[config.mk]
export PLATFORM = sky130hd
export DESIGN_NAME = upcase_table_loader
export DESIGN_NICKNAME = d
export VERILOG_FILES = /design/src/rtl/core/ucl_pkg.sv /design/src/rtl/core/ucl_map.sv /design/src/rtl/core/ucl_parse.sv /design/src/rtl/core/upcase_table_loader.sv
export SDC_FILE = /design/constraint.sdc
export NUM_CORES = 2
export LEC_CHECK = 0
export BUFFER_PORTS_ARGS = -buffer_cell sky130_fd_sc_hd__buf_2
export CAP_MARGIN = 0
export CORE_UTILIZATION = 60
export CTS_BUF_LIST = sky130_fd_sc_hd__clkbuf_8
export DETAILED_ROUTE_END_ITERATION = 7
export HOLD_SLACK_MARGIN = 0.05
export PLACE_DENSITY = 0.82
export SYNTH_ARGS = -nofsm -noshare
export SYNTH_HDL_FRONTEND = slang
export SYNTH_SLANG_ARGS = --single-unit
[constraint.sdc]
create_clock -name clk -period 16.3 [get_ports clk]
set_clock_uncertainty 0.05 [all_clocks]
set_input_delay 2.445 -clock clk [delete_from_list [all_inputs] [get_ports clk]]
set_output_delay 2.445 -clock clk [all_outputs]
set_load 0.03 [all_outputs]
[src/rtl/core/ucl_pkg.sv]
// Shared types and constants for the up-case table loader.
// No dependencies; imported by every module under rtl/core.
package ucl_pkg;

    localparam int DefaultMapEntries = 256;

    localparam logic [1:0] KIND_RESTART = 2'd0;
    localparam logic [1:0] KIND_FEED    = 2'd1;
    localparam logic [1:0] KIND_LOOKUP  = 2'd2;

    localparam logic [15:0] WORD_RUN_MARK = 16'hFFFF;
    localparam logic [16:0] CHAR_LIMIT    = 17'h10000;

    localparam int InDataWidth  = 24;
    localparam int OutDataWidth = 72;

    typedef struct packed {
        logic [31:0] checksum;
        logic [16:0] cursor;
        logic        error;
    } ucl_status_t;

endpackage

[src/rtl/core/ucl_map.sv]
// Mapping memory with registered read and per-entry written bits.
// Depends on ucl_pkg.
module ucl_map #(
    parameter int MAP_ENTRIES = ucl_pkg::DefaultMapEntries,
    parameter int AW          = (MAP_ENTRIES > 1) ? $clog2(MAP_ENTRIES) : 1
) (
    input  logic          clk,
    input  logic          rst_n,
    input  logic          clear,
    input  logic          wr_en,
    input  logic [AW-1:0] wr_addr,
    input  logic [15:0]   wr_data,
    input  logic          rd_en,
    input  logic [AW-1:0] rd_addr,
    output logic [15:0]   rd_data,
    output logic          rd_written
);
    import ucl_pkg::*;

    logic [15:0]            mem [MAP_ENTRIES];
    logic [MAP_ENTRIES-1:0] written_reg;
    logic [15:0]            rd_data_reg;
    logic                   rd_written_reg;

    always_ff @(posedge clk)
    begin
        if (wr_en)
        begin
            mem[wr_addr] <= wr_data;
        end
        if (rd_en)
        begin
            rd_data_reg <= mem[rd_addr];
        end
    end

    always_ff @(posedge clk or negedge rst_n)
    begin
        if (!rst_n)
        begin
            written_reg    <= '0;
            rd_written_reg <= 1'b0;
        end
        else
        begin
            if (clear)
            begin
                written_reg <= '0;
            end
            else if (wr_en)
            begin
                written_reg[wr_addr] <= 1'b1;
            end
            if (rd_en)
            begin
                rd_written_reg <= written_reg[rd_addr];
            end
        end
    end

    assign rd_data    = rd_data_reg;
    assign rd_written = rd_written_reg;

endmodule

[src/rtl/core/ucl_parse.sv]
// Byte parser: checksum, word pairing, run decoding and character cursor.
// Depends on ucl_pkg; drives the write side of ucl_map.
module ucl_parse #(
    parameter int MAP_ENTRIES = ucl_pkg::DefaultMapEntries,
    parameter int AW          = (MAP_ENTRIES > 1) ? $clog2(MAP_ENTRIES) : 1
) (
    input  logic                 clk,
    input  logic                 rst_n,
    input  logic                 restart,
    input  logic                 feed,
    input  logic [7:0]           data_byte,
    output ucl_pkg::ucl_status_t status,
    output logic                 wr_en,
    output logic [AW-1:0]        wr_addr,
    output logic [15:0]          wr_data
);
    import ucl_pkg::*;

    localparam logic [16:0] MapLimit = 17'(MAP_ENTRIES);

    logic [31:0] sum_reg,     sum_next;
    logic [16:0] cursor_reg,  cursor_next;
    logic [7:0]  hold_reg,    hold_next;
    logic        present_reg, present_next;
    logic        count_reg,   count_next;
    logic        error_reg,   error_next;
    logic [15:0] word;
    logic [16:0] room;

    assign word = {data_byte, hold_reg};
    assign room = CHAR_LIMIT - cursor_reg;

    always_comb
    begin
        sum_next     = sum_reg;
        cursor_next  = cursor_reg;
        hold_next    = hold_reg;
        present_next = present_reg;
        count_next   = count_reg;
        error_next   = error_reg;
        wr_en        = 1'b0;
        if (restart)
        begin
            sum_next     = '0;
            cursor_next  = '0;
            hold_next    = '0;
            present_next = 1'b0;
            count_next   = 1'b0;
            error_next   = 1'b0;
        end
        else if (feed)
        begin
            sum_next = {sum_reg[0], sum_reg[31:1]} + {24'd0, data_byte};
            if (!present_reg)
            begin
                hold_next    = data_byte;
                present_next = 1'b1;
            end
            else
            begin
                present_next = 1'b0;
                if (count_reg)
                begin
                    count_next = 1'b0;
                    if ({1'b0, word} > room)
                    begin
                        error_next = 1'b1;
                    end
                    else
                    begin
                        cursor_next = cursor_reg + {1'b0, word};
                    end
                end
                else if (word == WORD_RUN_MARK)
                begin
                    count_next = 1'b1;
                end
                else if (cursor_reg[16])
                begin
                    error_next = 1'b1;
                end
                else
                begin
                    wr_en       = (cursor_reg < MapLimit);
                    cursor_next = cursor_reg + 17'd1;
                end
            end
        end
    end

    always_ff @(posedge clk or negedge rst_n)
    begin
        if (!rst_n)
        begin
            sum_reg     <= '0;
            cursor_reg  <= '0;
            hold_reg    <= '0;
            present_reg <= 1'b0;
            count_reg   <= 1'b0;
            error_reg   <= 1'b0;
        end
        else
        begin
            sum_reg     <= sum_next;
            cursor_reg  <= cursor_next;
            hold_reg    <= hold_next;
            present_reg <= present_next;
            count_reg   <= count_next;
            error_reg   <= error_next;
        end
    end

    assign wr_addr         = cursor_reg[AW-1:0];
    assign wr_data         = word;
    assign status.checksum = sum_reg;
    assign status.cursor   = cursor_reg;
    assign status.error    = error_reg;

endmodule

[src/rtl/core/upcase_table_loader.sv]
// Top level of the up-case table loader: handshakes, lookup stage, result register.
// Depends on ucl_pkg, ucl_parse and ucl_map.
//
// channel  | signals                       | payload
// ---------+-------------------------------+----------------------------------------
// s_axis   | tvalid tready tdata tuser     | tuser: kind; tdata: data_byte, char_code
// m_axis   | tvalid tready tdata           | tdata: mapped_char, exact, table_checksum,
//          |                               |        chars_defined, malformed
//
// Every item yields one result via the lookup stage and result register; a new item
// is taken each cycle while the result side drains. The lookup stage uses the single
// read port of the map memory. Reset and restart items clear the status registers
// and written bits at once; no clearing pass. A stalled m_axis holds one result
// in the output register and one in the lookup stage, then s_axis_tready drops.
module upcase_table_loader #(
    parameter int MAP_ENTRIES = ucl_pkg::DefaultMapEntries
) (
    input  logic                              clk,
    input  logic                              rst_n,
    input  logic                              s_axis_tvalid,
    output logic                              s_axis_tready,
    input  logic [ucl_pkg::InDataWidth-1:0]   s_axis_tdata,  // data_byte, char_code
    input  logic [1:0]                        s_axis_tuser,  // kind
    output logic                              m_axis_tvalid,
    input  logic                              m_axis_tready,
    // mapped_char, exact, table_checksum, chars_defined, malformed, zero pad
    output logic [ucl_pkg::OutDataWidth-1:0]  m_axis_tdata
);
    import ucl_pkg::*;

    localparam int          AW       = (MAP_ENTRIES > 1) ? $clog2(MAP_ENTRIES) : 1;
    localparam logic [16:0] MapLimit = 17'(MAP_ENTRIES);

    logic              accept;
    logic              restart;
    logic              feed;
    logic              lookup;
    logic [7:0]        in_byte;
    logic [15:0]       in_char;
    ucl_status_t       status;
    logic              wr_en;
    logic [AW-1:0]     wr_addr;
    logic [15:0]       wr_data;
    logic [15:0]       rd_data;
    logic              rd_written;
    logic              in_range;

    logic              s1_valid_reg,  s1_valid_next;
    logic              s1_lookup_reg;
    logic              s1_exact_reg;
    logic [15:0]       s1_char_reg;
    logic              s1_move;
    logic              out_valid_reg, out_valid_next;
    logic [OutDataWidth-1:0] out_data_reg;
    logic [15:0]       mapped;
    logic              exact;

    assign in_byte = s_axis_tdata[7:0];
    assign in_char = s_axis_tdata[23:8];
    assign s1_move = s1_valid_reg && (!out_valid_reg || m_axis_tready);
    assign s_axis_tready = !s1_valid_reg || s1_move;
    assign accept  = s_axis_tvalid && s_axis_tready;
    assign restart = accept && (s_axis_tuser == KIND_RESTART);
    assign feed    = accept && (s_axis_tuser == KIND_FEED);
    assign lookup  = accept && (s_axis_tuser == KIND_LOOKUP);
    assign in_range = ({1'b0, in_char} < MapLimit) && ({1'b0, in_char} < status.cursor);

    ucl_parse #(
        .MAP_ENTRIES (MAP_ENTRIES),
        .AW          (AW)
    ) u_parse (
        .clk       (clk),
        .rst_n     (rst_n),
        .restart   (restart),
        .feed      (feed),
        .data_byte (in_byte),
        .status    (status),
        .wr_en     (wr_en),
        .wr_addr   (wr_addr),
        .wr_data   (wr_data)
    );

    ucl_map #(
        .MAP_ENTRIES (MAP_ENTRIES),
        .AW          (AW)
    ) u_map (
        .clk        (clk),
        .rst_n      (rst_n),
        .clear      (restart),
        .wr_en      (wr_en),
        .wr_addr    (wr_addr),
        .wr_data    (wr_data),
        .rd_en      (lookup),
        .rd_addr    (in_char[AW-1:0]),
        .rd_data    (rd_data),
        .rd_written (rd_written)
    );

    always_comb
    begin
        s1_valid_next = s1_valid_reg;
        if (accept)
        begin
            s1_valid_next = 1'b1;
        end
        else if (s1_move)
        begin
            s1_valid_next = 1'b0;
        end
        out_valid_next = out_valid_reg;
        if (s1_move)
        begin
            out_valid_next = 1'b1;
        end
        else if (m_axis_tready)
        begin
            out_valid_next = 1'b0;
        end
    end

    always_comb
    begin
        mapped = '0;
        exact  = 1'b0;
        if (s1_lookup_reg)
        begin
            exact  = s1_exact_reg;
            mapped = (s1_exact_reg && rd_written) ? rd_data : s1_char_reg;
        end
    end

    always_ff @(posedge clk or negedge rst_n)
    begin
        if (!rst_n)
        begin
            s1_valid_reg  <= 1'b0;
            out_valid_reg <= 1'b0;
        end
        else
        begin
            s1_valid_reg  <= s1_valid_next;
            out_valid_reg <= out_valid_next;
        end
    end

    always_ff @(posedge clk)
    begin
        if (accept)
        begin
            s1_lookup_reg <= (s_axis_tuser == KIND_LOOKUP);
            s1_exact_reg  <= in_range;
            s1_char_reg   <= in_char;
        end
        if (s1_move)
        begin
            out_data_reg <= {5'd0, status.error, status.cursor, status.checksum,
                             exact, mapped};
        end
    end

    assign m_axis_tvalid = out_valid_reg;
    assign m_axis_tdata  = out_data_reg;

endmodule
==> out/qor.yml <==
global_routing:
  overflow: 0
  first_global_vias: 91132
  grt_pass1_wl_mm: 659
  antenna_found_initial: 44
  grt_max_degree: 253
  track_usage_pct: 32.0
power_and_ir_drop:
  power.switching_mw: 6.36
  finalPower_mw: 24.6
  pwr-share-seq_pct: 55.0
  power_density_nw_per_um2: 126
  ir_drop_v: 0.000136
  switching_share_pct: 25.8
  pwr-share-comb_pct: 9.4
  power.leakage_nw: 64.2
  p_int_mw: 18.3
  power_frac_clock_pct: 35.6
run_status:
  violations: "capacitance limit, slew limit"
  status: "finished, violations left"
synth:
  ys_ff_latch: 4516
  synth_area_leader_cell: "edfxtp_1"
  synth_compound_area_share_pct: 2.07
  synth.most_common_cell: "edfxtp_1"
  async_flop_share_pct: 7.06
  synthTopCellsByArea: "edfxtp_1 (72%), mux4_2 (18%), dfrtp_1 (4.5%)"
  synthTopCellsByCount: "edfxtp_1 (4197), mux4_2 (1426), dfrtp_1 (319), nor2_1 (310), o21a_1 (257)"
  synth_area_per_cell_um2: 23.0
  synthSimpleGateAreaFrac_pct: 1.46
  synth.mux.area_fraction_pct: 18.4
  synthesis.area_um2: 175000
  synth_top_family_by_area: "multiplexers"
  synth_xor_area_share_pct: 0.190
  ys.flop_type: "edfxtp_1"
  yosysSeqAreaShare_pct: 76.4
  synth_fa_ha_area_share_pct: 0.444
  ys_types: 65
  synth_top_cell_area_share_pct: 71.8
  synth-edff-count: 4197
  syn-instance-count: 7620
  synth_warnings: 0
drt:
  wl_per_cell_um: 36.5
  drtIter0Drc: 14574
  postRouteWirelength_mm: 468
  drc: 0
  viasPerCell: 7.00
  dr_total_vias: 89901
  first_pass_iters: 6
  antenna_left: 0
worst_setup_path:
  startpoint: "s_axis_tdata[9]"
  arrival_ns: 8.12
  crit_path_max_fanout: 135
  cp-end-kind: "register"
  r2r-start: "u_parse.cursor_reg[8]$_DFFE_PN0P_"
  crit_required_ns: 17.30
  critPathKind: "input pin to register"
  crit_path_start_kind: "input pin"
placement:
  place_area_um2: 182000
  dp_hpwl_mm: 270
  port_buffers: 98
  gp_congestion: 0.896
  placed_cells: 11575
sta:
  rsz0062_at_grt: "false"
  maxSlewHeadroom_pct: -12.4
  final-setup-viol-count: 0
  hold_slack_ns: 0.434
  finalCritPeriodShare_pct: 43.7
  fin_crit_ns: 7.12
  hold_viol: 0
  worst_pin_slew_ns: 1.68
  tns_ns: 0
  maxSlewViolCount: 9
  fmaxAchievable_ghz: 0.141
layout:
  num-nets-final: 8442
  stdcell_count: 12834
  drive_gt1_share_pct: 31.8
  final_area_um2: 195000
  area_delta_synth_final_pct: 11.2
  largest_reg_flops: 4096
clock_tree:
  cts_buffers: 674
  cts_setup_buffers: 0
  holdBufCountCts: 0
  clkSinkCount: 4516
  ctsRootBufferMaster: "clkbuf_8"
  clk_pin_slew_worst_paths_ns: 0.06
  ctsResizeCount: 0
  cts_buffer_depth: 4
  htree_levels: 6
  cts_tree: "built"
  insertion_delay_ns: 1.31
run:
  cap_violations: 1
worst_hold_path:
  hold_class: "register to register"
  hp-start: "u_map.written_reg[253]$_DFFE_PN0P_"
die:
  core_area_um2: 291000
  ios: 104
  initial_core_util_pct: 60.3
  rows: 198
  die_x_um: 543
  die_y_um: 543
  die_area_um2: 295000
-- metal layers --
layer / GRT usage, % / share of wire (%) / vias to the layer above
met3: 8.87 / 13 / 1469
met5: 0 / 0.046 / -
met2: 49.7 / 48 / 7957
met4: 19.6 / 7.0 / 32
met1: 40.6 / 32 / 46431
li1: - / - / 34012
-- layout make-up --
class                      count  area [um2]
sequential                  4516      134000
fill                       16531       95600
multi-input combinational   2654       39700
clock buffer                 730       10000
tap                         3900        4880
timing repair buffer         472        3550
clock inverter               492        2730
inverter                      33         124
antenna                       37        92.6
-- cell families after synthesis --
kind of cell | count (synthesis)
and+or+nand+nor | 600
xor gates and xnor gates | 38
DFF | 4516
adders and majority gates | 61
AOI/OAI and AO/OA | 509
muxes | 1441
other | 1
buffers and inverters | 454
-- power groups by stage --
stage / sequential [mW] / clock [mW] / combinational (mW)
6_report: 13.5 / 8.78 / 2.32
3_3_place_gp: 13.7 / 0 / 2.13
4_1_cts: 13.5 / 8.82 / 2.25
2_1_floorplan: 14.0 / 0 / 1.03
5_1_grt: 13.5 / 9.30 / 2.40
3_5_place_dp: 13.8 / 0 / 2.24
-- metrics by stage --
step	util [%]	setup WS (ns)
3_5_place_dp	62.7	8.16
3_3_place_gp	62.7	8.18
4_1_cts	67.1	9.41
2_1_floorplan	-	10.33
6_report	67.1	9.18
5_1_grt	67.1	9.09
-- critical path, stage by stage --
cell,delay (ns)
buf_8,0.63
buf_4,0.78
buf_12,0.60
buf_4,0.88
mux4_2,0.43
mux4_2,0.49
mux2i_1,0.31
mux4_2,0.40
nor2_1,0.06
mux2i_1,0.34
o21ai_0,0.19
-- cell usage in the layout, fill, tap and decap left out, drive strengths merged, types with 6 or more instances in the layout --
cell type,netlist,final
a211oi,13,13
a21boi,19,19
a21o,14,14
a21oi,31,31
a22o,11,11
a22oi,40,40
a31oi,11,11
and2,9,9
and3,9,9
buf,168,464
bufinv,0,9
clkbuf,253,738
clkinv,1,172
dfrtp,319,319
diode,0,37
edfxtp,4197,4197
ha,59,59
inv,32,339
mux2i,14,14
mux4,1426,1426
nand2,161,161
nand2b,8,8
nand3,23,23
nand4,20,20
nor2,310,310
nor3,24,24
nor4,12,12
o211ai,6,6
o21a,257,257
o21ai,56,56
o22ai,9,9
o31ai,16,16
xnor2,29,29
xor2,9,9
-- final timing paths --
check	end	slack, ns	cells past startpoint
setup reg to reg	u_map.mem[59][0]$_DFFE_PP_	10.59	7
setup / recovery	u_map.rd_written$_DFFE_PN0P_	9.18	11
min in group asynchronous	m_axis_tvalid$_DFFE_PN0P_	1.11	1
hold / removal	u_map.written_reg[253]$_DFFE_PN0P_	0.43	1
max in group asynchronous	u_map.written_reg[52]$_DFFE_PN0P_	12.79	3
hold reg to reg	u_map.written_reg[253]$_DFFE_PN0P_	0.43	1
Note: power is estimated with default switching activity, not from simulation.
